===== src/sv/scvp_pkg.sv =====
// ----------------------------------------------------------------------------
// S-curve velocity profile package
// Shared codes, command and status structures for the profile generator.
// ----------------------------------------------------------------------------
package scvp_pkg;

  localparam logic [31:0] MAX32 = 32'hFFFF_FFFF;

  // Iteration counts of the shared divider.
  localparam logic [6:0] DIV_STEPS_WIDE   = 7'd64;
  localparam logic [6:0] DIV_STEPS_NARROW = 7'd32;

  // Configuration register indexes.
  typedef enum logic [1:0] {
    CFG_MAX_VELOCITY = 2'd0,
    CFG_MAX_ACCEL    = 2'd1,
    CFG_MAX_JERK     = 2'd2,
    CFG_DISTANCE     = 2'd3
  } cfg_index_t;

  // Profile segments; the last code means the target is held.
  typedef enum logic [2:0] {
    SEG_JERK_UP   = 3'd0,
    SEG_CONST_ACC = 3'd1,
    SEG_JERK_DOWN = 3'd2,
    SEG_CRUISE    = 3'd3,
    SEG_DEC_UP    = 3'd4,
    SEG_CONST_DEC = 3'd5,
    SEG_DEC_DOWN  = 3'd6,
    SEG_HOLD      = 3'd7
  } seg_t;

  // Operand choice of the shared multiplier.
  typedef enum logic [1:0] {
    MUL_NONE   = 2'd0,
    MUL_ACC_SQ = 2'd1,
    MUL_FIRST  = 2'd2,
    MUL_SECOND = 2'd3
  } mul_op_t;

  // Which quotient the divider is working on.
  typedef enum logic [1:0] {
    DIV_A2J = 2'd0,
    DIV_B0  = 2'd1,
    DIV_B1  = 2'd2,
    DIV_B3  = 2'd3
  } div_sel_t;

  typedef struct packed {
    logic     accept;
    mul_op_t  mul_op;
    logic     div_start;
    div_sel_t div_sel;
    logic     div_capture;
    logic     select;
    logic     finish;
  } cmd_t;

  typedef struct packed {
    logic div_done;
    logic square_seg;
    logic out_busy;
  } status_t;

endpackage


===== src/sv/scvp_ctrl.sv =====
// ----------------------------------------------------------------------------
// S-curve profile controller
// Sequences the multiplier, divider, segment select and result per tick.
// ----------------------------------------------------------------------------
module scvp_ctrl import scvp_pkg::*; (
  input  logic    clk,
  input  logic    rst,
  input  logic    s_tvalid,
  output logic    s_tready,
  input  status_t status,
  output cmd_t    cmd
);

  typedef enum logic [7:0] {
    ST_IDLE       = 8'b0000_0001,
    ST_MUL_ACC    = 8'b0000_0010,
    ST_DIV_START  = 8'b0000_0100,
    ST_DIV_WAIT   = 8'b0000_1000,
    ST_SELECT     = 8'b0001_0000,
    ST_MUL_FIRST  = 8'b0010_0000,
    ST_MUL_SECOND = 8'b0100_0000,
    ST_FINISH     = 8'b1000_0000
  } state_t;

  state_t   state, state_next;
  div_sel_t div_sel, div_sel_next;

  // No request is taken while reset is held.
  assign s_tready = (state == ST_IDLE) && !rst;

  // Next state and commands.
  always_comb begin
    state_next  = state;
    cmd         = '0;
    cmd.div_sel = div_sel;
    case (state)
      ST_IDLE: begin
        if (s_tvalid && s_tready) begin
          cmd.accept = 1'b1;
          state_next = ST_MUL_ACC;
        end
      end
      ST_MUL_ACC: begin
        cmd.mul_op = MUL_ACC_SQ;
        state_next = ST_DIV_START;
      end
      ST_DIV_START: begin
        cmd.div_start = 1'b1;
        state_next    = ST_DIV_WAIT;
      end
      ST_DIV_WAIT: begin
        if (status.div_done) begin
          cmd.div_capture = 1'b1;
          state_next      = (div_sel == DIV_B3) ? ST_SELECT : ST_DIV_START;
        end
      end
      ST_SELECT: begin
        cmd.select = 1'b1;
        state_next = ST_MUL_FIRST;
      end
      ST_MUL_FIRST: begin
        cmd.mul_op = MUL_FIRST;
        state_next = status.square_seg ? ST_MUL_SECOND : ST_FINISH;
      end
      ST_MUL_SECOND: begin
        cmd.mul_op = MUL_SECOND;
        state_next = ST_FINISH;
      end
      ST_FINISH: begin
        if (!status.out_busy) begin
          cmd.finish = 1'b1;
          state_next = ST_IDLE;
        end
      end
      default: state_next = ST_IDLE;
    endcase
  end

  // Walk through the four quotients in order.
  always_comb begin
    div_sel_next = div_sel;
    if (cmd.accept) begin
      div_sel_next = DIV_A2J;
    end else if (cmd.div_capture) begin
      case (div_sel)
        DIV_A2J: div_sel_next = DIV_B0;
        DIV_B0:  div_sel_next = DIV_B1;
        DIV_B1:  div_sel_next = DIV_B3;
        default: div_sel_next = DIV_A2J;
      endcase
    end
  end

  always_ff @(posedge clk) begin
    if (rst) begin
      state   <= ST_IDLE;
      div_sel <= DIV_A2J;
    end else begin
      state   <= state_next;
      div_sel <= div_sel_next;
    end
  end

endmodule


===== config.mk =====
export PLATFORM = sky130hd
export DESIGN_NAME = scvp_ctrl
export DESIGN_NICKNAME = d
export VERILOG_FILES = /design/src/sv/scvp_pkg.sv /design/src/sv/scvp_ctrl.sv
export SDC_FILE = /design/constraint.sdc
export NUM_CORES = 1
export LEC_CHECK = 0
export BUFFER_PORTS_ARGS = -buffer_cell sky130_fd_sc_hd__buf_4
export CORE_MARGIN = 4
export CORE_UTILIZATION = 46
export CTS_CLUSTER_DIAMETER = 150
export DETAILED_ROUTE_END_ITERATION = 8
export PLACE_DENSITY = 0.73
export SLEW_MARGIN = 30
export SYNTH_ARGS = -nofsm -noshare
export SYNTH_HDL_FRONTEND = slang
export SYNTH_SLANG_ARGS = --single-unit

===== constraint.sdc =====
create_clock -name clk -period 1.9 [get_ports clk]
set_input_delay 0.095 -clock clk [delete_from_list [all_inputs] [get_ports clk]]
set_output_delay 0.095 -clock clk [all_outputs]
set_load 0.02 [all_outputs]

Word level (Yosys, flattened, before mapping) --
Cells that the tools add are included. W data, S select, Z words.
Word-level totals: register bits after elaboration 10, bits of input ports 6, output and inout port bits 10, word-level logic and storage cells 38
Operators by class: equal/unequal tests 14, multiplexer cells 16, reductions and logical operators 6
Operator list (count):
- $pmux W8 S8 | 1
- $mux W8 | 4
- $pmux W2 S3 | 2
- $eq A8 B1 Y1 const B | 1
- $eq A8 B2 Y1 const B | 1
- $eq A8 B3 Y1 const B | 1
- $eq A8 B4 Y1 const B | 1
- $eq A8 B5 Y1 const B | 1
- $eq A8 B6 Y1 const B | 1
- $eq A8 B7 Y1 const B | 1
- $eq A8 B8 Y1 const B | 1
- $mux W1 | 8
- $mux W5 | 1
- $eq A2 B2 Y1 const B | 2
- $ne A2 B2 Y1 const B | 2
- $reduce_and A3 Y1 | 1
- $eq A2 B1 Y1 const B | 1
- $logic_and A1 B1 Y1 | 2
- $logic_not A2 Y1 | 1
- $ne A2 B1 Y1 const B | 1
- $reduce_or A2 Y1 | 1
- $logic_not A1 Y1 | 1

Logic depth before layout (Yosys ltp) --
Gate-level depths: netlist (run 1).
depth in word-level cells 6, mapped depth 6

Worst setup path after synthesis (run 1) --
OpenSTA, ideal clock, no wires.
path kind reg-to-reg, start reg state[6], end reg div_sel[1], data arrival time 1740 ps, setup slack 44 ps, stages on the path, launching flop included 7, path through dfxtp_1 -> buf_6 -> or3_4 -> or4_4 -> nor2_8 -> mux2i_1 -> nor2_1
RTL lines:
- from (decl) | line scvp_ctrl.sv:25 | state_t state, state_next;
- from (signal assigned) | line scvp_ctrl.sv:99 | state <= state_next;
- to (signal assigned) | line scvp_ctrl.sv:100 | div_sel <= div_sel_next;
- to (decl) | line scvp_ctrl.sv:26 | div_sel_t div_sel, div_sel_next;

==> results of run 1 <==
layout by cell type (no fill, tap or decap), types with 2 or more instances in the layout:
| master | count |
|---|---|
| sky130_fd_sc_hd__nand3_1 | 4 |
| sky130_fd_sc_hd__dfxtp_2 | 2 |
| sky130_fd_sc_hd__buf_4 | 18 |
| sky130_fd_sc_hd__or2b_1 | 2 |
| sky130_fd_sc_hd__clkbuf_4 | 3 |
| sky130_fd_sc_hd__ha_1 | 3 |
| sky130_fd_sc_hd__and2_1 | 2 |
| sky130_fd_sc_hd__nor3_1 | 4 |
| sky130_fd_sc_hd__nor4b_1 | 2 |
| sky130_fd_sc_hd__o21ai_0 | 7 |
| sky130_fd_sc_hd__nand2_1 | 3 |
| sky130_fd_sc_hd__or2_2 | 2 |
| sky130_fd_sc_hd__nor4_1 | 2 |
| sky130_fd_sc_hd__inv_1 | 5 |
| sky130_fd_sc_hd__nor2_1 | 14 |
| sky130_fd_sc_hd__a21oi_1 | 4 |
| sky130_fd_sc_hd__dfxtp_1 | 7 |
flip-flops by register name, indices dropped and copies added (netlist names):
register	flops
state	8
div_sel	2
through the flow:
step	setup slack, ps	cells	utilization (%)	area (um2)
floorplan	44.4	86	-	693
global placement	121	118	61.4	840
detailed placement	89.5	118	61.4	840
CTS	12.3	121	63.3	865
global route	9.10	121	63.8	872
finish	50.5	121	63.8	872
repair_timing:
| action | 4_1_cts | 5_1_grt |
|---|---|---|
| endpoints found under the setup margin | 1 | 2 |
| hold buffers | 0 | 0 |
| resized for setup | 2 | 3 |
| pin swaps | 1 | 0 |
Yosys cell counts (all sizes together) (3+ instances only):
| master | n | area share [%] |
|---|---|---|
| a21oi | 4 | 2.9 |
| dfxtp | 10 | 29 |
| ha | 3 | 5.4 |
| inv | 5 | 2.7 |
| nand2 | 3 | 1.6 |
| nand3 | 4 | 2.9 |
| nor2 | 16 | 11 |
| nor3 | 5 | 4.3 |
| o21ai | 7 | 5.1 |
critical path: stages (launching register included):
cell,delay (ps)
sky130_fd_sc_hd__dfxtp_2,350
sky130_fd_sc_hd__or2_2,310
sky130_fd_sc_hd__or4_4,570
sky130_fd_sc_hd__nor2_8,140
sky130_fd_sc_hd__buf_6,130
cell families (layout without fill, tap and decap cells):
group / Yosys count / in the layout / synth area share (%)
muxes: 1 / 1 / 1.44
AOI/OAI and AO/OA: 18 / 18 / 17.5
and+or+nand+nor: 45 / 45 / 39.4
buffers and inverters: 7 / 27 / 4.87
DFF: 10 / 10 / 28.9
adders and majority gates: 3 / 3 / 5.42
xor gates and xnor gates: 2 / 2 / 2.53
routing by layer:
metal / global-route usage [%] / part of all wire, % / vias up
met3: 3.45 / 5.4 / 0
li1: - / - / 352
met4: 6.63 / 0 / 0
met5: 0 / 0 / -
met2: 24.1 / 46 / 18
met1: 23.9 / 48 / 325
where the power goes:
part           switching (uW)  internal [uW]  total (uW)
sequential               7.87            214         222
clock                    62.1           72.6         135
combinational            52.6           41.3        93.9
area by class of cell:
type / count / area [um2]
flip-flops and latches: 10 / 206
clock buffers: 3 / 22.5
multi-input cells: 69 / 459
inverters: 5 / 18.8
well taps: 15 / 18.8
repair buffers: 19 / 146
fillers: 122 / 494
how the worst max path moves through the flow:
stage,startpoint,end,slack (ps)
after CTS,state[7],cmd[2],10
after global placement,state[7],div_sel[1],120
after global routing,state[0],cmd[2],9
after detailed placement,state[7],div_sel[1],90
after floorplan,state[6],div_sel[1],40
final,state[0],cmd[2],50
==> summary.md, run 1 <==
| Metric | Value |
|---|---|
| Post-CTS setup buffer count | `0` |
| Run status | `completed` |
| Antenna Cells | `0` |
| Total leakage power | `about 0.00038 uW` |
| First-pass GRT wire length | `around 2700 um` |
| Cell Area, Synth | `roughly 700 um2` |
| Number of nets with antenna violations after detailed routing | `0` |
| Power per unit of standard cell area | `approximately 520 nW/um2` |
| Register-to-Register Setup Slack | `around 190 ps` |
| Std cell rows | `13` |
| Arrival @ worst endpoint | `roughly 1800 ps` |
| Number of distinct library cells after synthesis | `36` |
| Relative slew margins | `roughly 74%` |
| Total length of routed wires | `between 1500 and 2000 um` |
| Setup repair after global routing missed its margin | `no` |
| Maximum level of the CTS H-tree | `1` |
| Destination of the worst hold path | `state[3]` |
| Worst hold path depth | `2` |
| Post-detailed-route DRC marker count | `0` |
| Path category of the worst min-delay check | `in -> reg` |
| Cell count after synthesis | `between 80 and 90` |
| Iteration count of the initial detailed-routing pass | `4` |
| Worst reg2reg path endpoint | `div_sel[1]` |
| Number of top-level pins | `16` |
| Register bit count reported by yosys | `10` |
| Clock-pin transition on the worst setup and hold timing paths | `~60 ps` |
| Setup crit end kind | `primary output` |
| Routed wire length per instance | `between 10 and 15 um` |
| Share of final-layout standard cells stronger than drive strength 1 | `between 30% and 40%` |
| Final hold violation count | `0` |
| Routability cong. | `roughly 0.85` |
| Die height | `~47 um` |
| Transition time at the pin with the least slew margin | `~380 ps` |
| Number of sinks driven by the clock tree | `10` |
| Highest Clock Rate | `between 500 and 600 MHz` |
| Number of enable-type register cells in the synthesized netlist | `0` |
| Setup CP Type | `reg -> out` |
| Post-Synthesis Mean Instance Area | `roughly 8.1 um2` |
| Warning count from the yosys run | `0` |
| Clock tree from TritonCTS | `yes` |
| Net count of the mapped netlist | `between 90 and 100` |
| DIE WIDTH | `46.8 um` |
| Worst clock skew on the final layout | `between 2 and 3 ps` |
| Number of pins with negative max-slew slack in the final report | `0` |
| Leftover overflow at the end of global routing | `0` |
| Total Power Consumption | `450 uW` |
| First DRT Iteration DRCs | `29` |
| Die area | `2190 um2` |
| Accumulated negative setup slack | `0 ps` |
| Worst Hold Margin | `between 30 and 40 ps` |
| Post-synth ARST share | `0%` |
| Largest fanout on the critical path | `7` |
| Maximum capacitance violations | `0` |
| Via count of the first global-routing pass | `638` |
| Dominant synthesized flop cell | `sky130_fd_sc_hd__dfxtp_1` |
| Seq/Total Area, Yosys | `between 20% and 30%` |
| Number of buffer cells added on primary ports | `15` |
| Total number of vias | `just under 700` |
| Number of buffers on the longest clock path | `2` |
| Area Growth Syn to Fin | `25.8%` |
| Effective utilization at floorplan | `slightly above 50%` |
| Post-DP HPWL | `about 1300 um` |
| Worst reg2reg path depth | `5` |
| Setup violators final | `0` |
| Clock root buffer master | `sky130_fd_sc_hd__clkbuf_4` |
| Data required time at the worst endpoint | `around 1800 ps` |
| Final period util | `a little over nine tenths` |
| Number of buffers added by the clock tree synthesis step | `3` |
| Worst Hold Launch | `rst` |
| Worst reg2reg path startpoint | `state[0]` |
| Insertion delay to the later sink of the worst-skew pair | `between 200 and 300 ps` |
| Via count normalized by instance count | `about 5.7` |
| CP startpoint kind | `flop` |
| Minimum clock period after layout | `between 1500 and 2000 ps` |
| Pin count of the biggest net entering global routing | `10` |
| Number of antenna violations at the first check in global routing | `0` |
| Number of nets in the final layout | `roughly 120` |
| Max VDD drop | `between 0.3 and 0.4 mV` |
| Area of the placeable core | `about 1400 um2` |
| Overall routing resource usage | `roughly 17%` |
Power figures use the tool's default switching activity.
==> run 2, diff against run 1 <==
Settings changed: CORE_UTILIZATION 46 to 50, PLACE_DENSITY 0.73 to 0.75.
Clock period 1.9 ns to 1.8 ns, I/O delays scaled along.
==> summary.md, run 2 (synthesis gave the netlist of run 1 again) <==
| Metric | Value |
|---|---|
| Run status | `completed` |
| Total length of routed wires | `around 2000 um` |
| Power per unit of standard cell area | `about 580 nW/um2` |
| Area Growth Syn to Fin | `38.8%` |
| Number of top-level pins | `16` |
| Flip-flop count of the largest register after layout | `8` |
| Total leakage power | `0.000432 uW` |
| Max VDD drop | `~0.45 mV` |
| Data required time at the worst endpoint | `between 1500 and 2000 ps` |
| Number of nets in the final layout | `roughly 130` |
| DIE WIDTH | `~45 um` |
| First DRT Iteration DRCs | `38` |
| Top Registers | `state x8, div_sel x2` |
| Number of nets with antenna violations after detailed routing | `0` |
| Register with the highest flop count | `state` |
| Number of pins with negative max-slew slack in the final report | `0` |
| Number of sinks driven by the clock tree | `10` |
| Transition time at the pin with the least slew margin | `between 300 and 400 ps` |
| Share of final-layout standard cells stronger than drive strength 1 | `roughly 41%` |
| Final period util | `a little over nine tenths` |
| Number of buffers on the longest clock path | `2` |
| Number of antenna violations at the first check in global routing | `0` |
| Register-to-Register Setup Slack | `40 ps` |
| Path category of the worst min-delay check | `in -> reg` |
| Delay of the slowest critical-path stage | `roughly 480 ps` |
| Post-placement cell area | `roughly 870 um2` |
| Routability cong. | `a little under 0.9` |
| Maximum capacitance violations | `0` |
| Relative slew margins | `roughly three quarters` |
| Setup crit end kind | `primary output` |
| Number of buffers added by the clock tree synthesis step | `3` |
| Leftover overflow at the end of global routing | `0` |
| Post-DP HPWL | `~1400 um` |
| Number of buffer cells added on primary ports | `15` |
| Clock tree from TritonCTS | `yes` |
| Minimum clock period after layout | `around 1800 ps` |
| Clock-pin transition on the worst setup and hold timing paths | `approximately 70 ps` |
| Accumulated negative setup slack | `0 ps` |
| Routed wire length per instance | `~15 um` |
| Final hold violation count | `0` |
| Clock root buffer master | `sky130_fd_sc_hd__clkbuf_4` |
| Highest Clock Rate | `around 560 MHz` |
| Max stage delay cell, worst path | `sky130_fd_sc_hd__or4_4` |
| Total number of vias | `roughly 770` |
| Overall routing resource usage | `21.4%` |
| CP startpoint kind | `flop` |
| Arrival @ worst endpoint | `1690 ps` |
| Worst clock skew on the final layout | `~3.3 ps` |
| Post-CTS Hold Fix Bufs | `0` |
| Number of buffers and inverters on the critical path | `1` |
| Insertion delay to the later sink of the worst-skew pair | `between 200 and 300 ps` |
| Std cell rows | `13` |
| Post-detailed-route DRC marker count | `0` |
| Commonest cells after routing, fill and taps aside | `sky130_fd_sc_hd__buf_4 (26), sky130_fd_sc_hd__nor2_1 (12), sky130_fd_sc_hd__dfxtp_1 (7)` |
| Finished layout cell area | `962 um2` |
| Setup repair after global routing missed its margin | `yes` |
| Effective utilization at floorplan | `between 50% and 60%` |
| Via count normalized by instance count | `slightly below 6` |
| Total Power Consumption | `between 500 and 600 uW` |
| Antenna Cells | `0` |
| Die area | `2050 um2` |
| Pin count of the biggest net entering global routing | `8` |
| Setup violators final | `0` |
| Setup CP Type | `reg -> out` |
| First-pass GRT wire length | `around 3200 um` |
| Via count of the first global-routing pass | `~730` |
| Die height | `around 45 um` |
| Iteration count of the initial detailed-routing pass | `4` |
| Most common cell after layout, fill and taps aside | `sky130_fd_sc_hd__buf_4` |
| Maximum level of the CTS H-tree | `1` |
| Area of the placeable core | `1300 um2` |
| Cells traversed along the worst timing path | `or3_4, or4_4, nor2_8, buf_6` |
| Largest fanout on the critical path | `3` |
| Cell family contributing the most delay on the critical path | `simple AND/OR/NAND/NOR gates` |
-- run 2: cell type report --
cell class                 count  area (um2)
fill                         102         339
timing repair buffer          27         206
sequential                    10         204
inverter                       5        18.8
multi-input combinational     69         478
tap                           15        18.8
clock buffer                   4        36.3
-- run 2: power breakdown --
part,total (uW),switching (uW),internal [uW],leakage (uW)
clock,205,82.3,123,0.0000210
sequential,231,4.44,227,0.0000824
combinational,122,66.4,55.3,0.000328
total,558,153,405,0.000432
-- run 2: path summary, 6_finish.rpt --
path | start | to | depth (start not counted)
worst max-delay path | state[6] | cmd[2] | 4
worst min-delay path | rst | state[3] | 2
worst max register to register | state[6] | div_sel[1] | 6
worst min register to register | div_sel[0] | div_sel[0] | 2
-- run 2: per-layer routing --
layer	routed length, um	GRT usage (%)
met3	140	3.59
met5	0	0
met1	804	28.7
met2	954	33.6
met4	51	8.77
-- run 2: per-stage QoR --
stage               hold slack, ps  std cells  utilization, %  worst slack [ps]
finish                        26.4        130            73.9              21.2
global route                  25.5        130            73.9             -93.2
CTS                           26.9        129            71.7             -68.9
detailed placement             312        122            66.8               116
global placement               307        122            66.8               143
floorplan                      162         86               -              16.1
-- run 2: repair_timing --
| action | CTS | global route |
|---|---|---|
| gates resized for setup | 3 | 7 |
| endpoints found under the setup margin | 1 | 7 |
| setup buffers | 3 | 1 |
| hold endpoints to repair | 0 | 0 |
| pin swaps | 3 | 4 |
==> run 3, diff against run 2 <==
Settings changed: CORE_UTILIZATION 50 to 45, PLACE_DENSITY 0.75 to 0.69.
Clock period 1.8 ns to 2.3 ns, I/O delays scaled along.
==> summary.md, run 3 (synthesis gave the netlist of run 1 again) <==
| Metric | Value |
|---|---|
| Run status | `completed` |
| Number of sinks driven by the clock tree | `10` |
| Minimum clock period after layout | `2030 ps` |
| Setup crit end kind | `primary output` |
| Number of buffers added by the clock tree synthesis step | `3` |
| Commonest cells after routing, fill and taps aside | `sky130_fd_sc_hd__buf_4 (15), sky130_fd_sc_hd__nor2_1 (14), sky130_fd_sc_hd__dfxtp_1 (10)` |
| Post-detailed-route DRC marker count | `0` |
| Worst Hold Launch | `rst` |
| Worst reg2reg path startpoint | `state[6]` |
| Setup violators final | `0` |
| Antenna Cells | `0` |
| Flip-flop count of the largest register after layout | `8` |
| Delay of the slowest critical-path stage | `between 500 and 600 ps` |
| Routability cong. | `between 0.8 and 0.9` |
| Clock-pin transition on the worst setup and hold timing paths | `~70 ps` |
| Number of fill cells in the layout | `130` |
| Via count of the first global-routing pass | `~610` |
| Number of buffers on the longest clock path | `2` |
| Total Power Consumption | `381 uW` |
| Area of the placeable core | `between 1000 and 1500 um2` |
| Area Growth Syn to Fin | `20.0%` |
| Share of the core filled with cells in the final layout | `approximately 60%` |
| Total number of vias | `684` |
| Transition time at the pin with the least slew margin | `about 400 ps` |
| Largest fanout on the critical path | `8` |
| Relative slew margins | `between 70% and 80%` |
| Std cell rows | `13` |
| Clock tree from TritonCTS | `yes` |
| First DRT Iteration DRCs | `9` |
| Part of the total power dissipated in sequential elements | `around 48%` |
| Power per unit of standard cell area | `458 nW/um2` |
| Placed cell count | `around 110` |
| Routed wire length per instance | `13.9 um` |
| Total leakage power | `roughly 0.00035 uW` |
| WL met2 | `between 700 and 800 um` |
| Number of pins with negative max-slew slack in the final report | `0` |
| Die area | `roughly 2200 um2` |
| Clock root buffer master | `sky130_fd_sc_hd__clkbuf_4` |
| Die height | `around 47 um` |
| Pint | `271 uW` |
| Leftover overflow at the end of global routing | `0` |
| Iteration count of the initial detailed-routing pass | `4` |
| Switching part of the total | `between 20% and 30%` |
| Register with the highest flop count | `state` |
| Number of buffers and inverters on the critical path | `1` |
| Number of nets with antenna violations after detailed routing | `0` |
| Max VDD drop | `between 0.2 and 0.25 mV` |
| Most common cell after layout, fill and taps aside | `sky130_fd_sc_hd__buf_4` |
| Max stage delay cell, worst path | `sky130_fd_sc_hd__or4_4` |
| Cells traversed along the worst timing path | `or3_4, or4_4, nor2_8, buf_4` |
| Post-CTS Hold Fix Bufs | `0` |
| Number of antenna violations at the first check in global routing | `0` |
| Accumulated negative setup slack | `0 ps` |
| DIE WIDTH | `around 47 um` |
| Maximum level of the CTS H-tree | `1` |
| Highest Clock Rate | `493 MHz` |
| Insertion delay to the later sink of the worst-skew pair | `approximately 260 ps` |
| Pin count of the biggest net entering global routing | `11` |
| Data required time at the worst endpoint | `between 2000 and 2500 ps` |
| Number of top-level pins | `16` |
| Number of standard cells in the final layout excluding fillers | `around 120` |
| Length of routed met3 wiring | `around 150 um` |
| Cell family contributing the most delay on the critical path | `simple AND/OR/NAND/NOR gates` |
| Effective utilization at floorplan | `roughly half` |
| Worst setup path start | `state[6]` |
| Post-route met1 wirelength | `approximately 730 um` |
| Quantity of gates resized following cts | `0` |
| Setup repair after global routing missed its margin | `no` |
| Post-DP HPWL | `around 1300 um` |
| Combinational Power Share | `about a fifth` |
| Worst clock skew on the final layout | `1.88 ps` |
| Number of buffer cells added on primary ports | `15` |
| Arrival @ worst endpoint | `1910 ps` |
| Number of nets in the final layout | `113` |
| Via count normalized by instance count | `5.85` |
| Maximum capacitance violations | `0` |
| Share of final-layout standard cells stronger than drive strength 1 | `between 20% and 30%` |
| Net Sw Power | `~110 uW` |
| CP startpoint kind | `flop` |
| Overall routing resource usage | `16.9%` |
| Post-CTS setup buffer count | `0` |
| Final hold violation count | `0` |
| Uppermost metal layer occupied by signal nets | `met4` |
| Top Registers | `state x8, div_sel x2` |
| Path category of the worst min-delay check | `in -> reg` |
| Total length of routed wires | `1630 um` |
| Relative contribution of the clock network to total power | `31.7%` |
| Setup CP Type | `reg -> out` |
| Final period util | `88.2%` |
| First-pass GRT wire length | `approximately 2600 um` |
## run 3: cell count changes in the layout (fill, tap and decap cells not counted), moves of 2 or more
cell | before | now
sky130_fd_sc_hd__dfxtp_1 | 7 | 10
sky130_fd_sc_hd__dfxtp_2 | 3 | 0
sky130_fd_sc_hd__buf_4 | 26 | 15
sky130_fd_sc_hd__nor2_2 | 3 | 1
sky130_fd_sc_hd__nor2_1 | 12 | 14
## run 3: path summary, 6_finish.rpt
check | to | slack, ps | cells after the start
setup / recovery | cmd[2] | 270 | 4
hold / removal | state[3] | 60 | 2
setup reg to reg | div_sel[1] | 460 | 5
hold reg to reg | div_sel[0] | 560 | 2
## run 3: power groups by stage
stage,registers (uW),logic (uW),clock network [uW]
6_report,184,76.3,121
5_1_grt,185,84.8,131
4_1_cts,184,75.9,122
3_5_place_dp,188,75.8,0
3_3_place_gp,188,75.5,0
2_1_floorplan,185,50.9,0
## run 3: cell type report
class,instances,area (um2),area share [%]
multi-input cells,69,459,55.2
flip-flops and latches,10,200,24.1
repair buffers,15,113,13.5
clock buffers,3,22.5,2.71
inverters,5,18.8,2.26
well taps,15,18.8,2.26
## run 3: metal layers
| layer | track usage, % | up-vias |
|---|---|---|
| met5 | 0 | - |
| met4 | 3.87 | 0 |
| met3 | 6.51 | 2 |
| met2 | 27.3 | 27 |
| met1 | 21.1 | 314 |
| li1 | - | 341 |
## run 3: metrics by stage
step           instance area [um2]  hold WS [ps]  setup WS, ps
2_1_floorplan                  693           187           444
3_3_place_gp                   810           337           493
3_5_place_dp                   810           337           454
4_1_cts                        832          55.7           268
5_1_grt                        832          59.6           215
6_report                       832          56.9           272
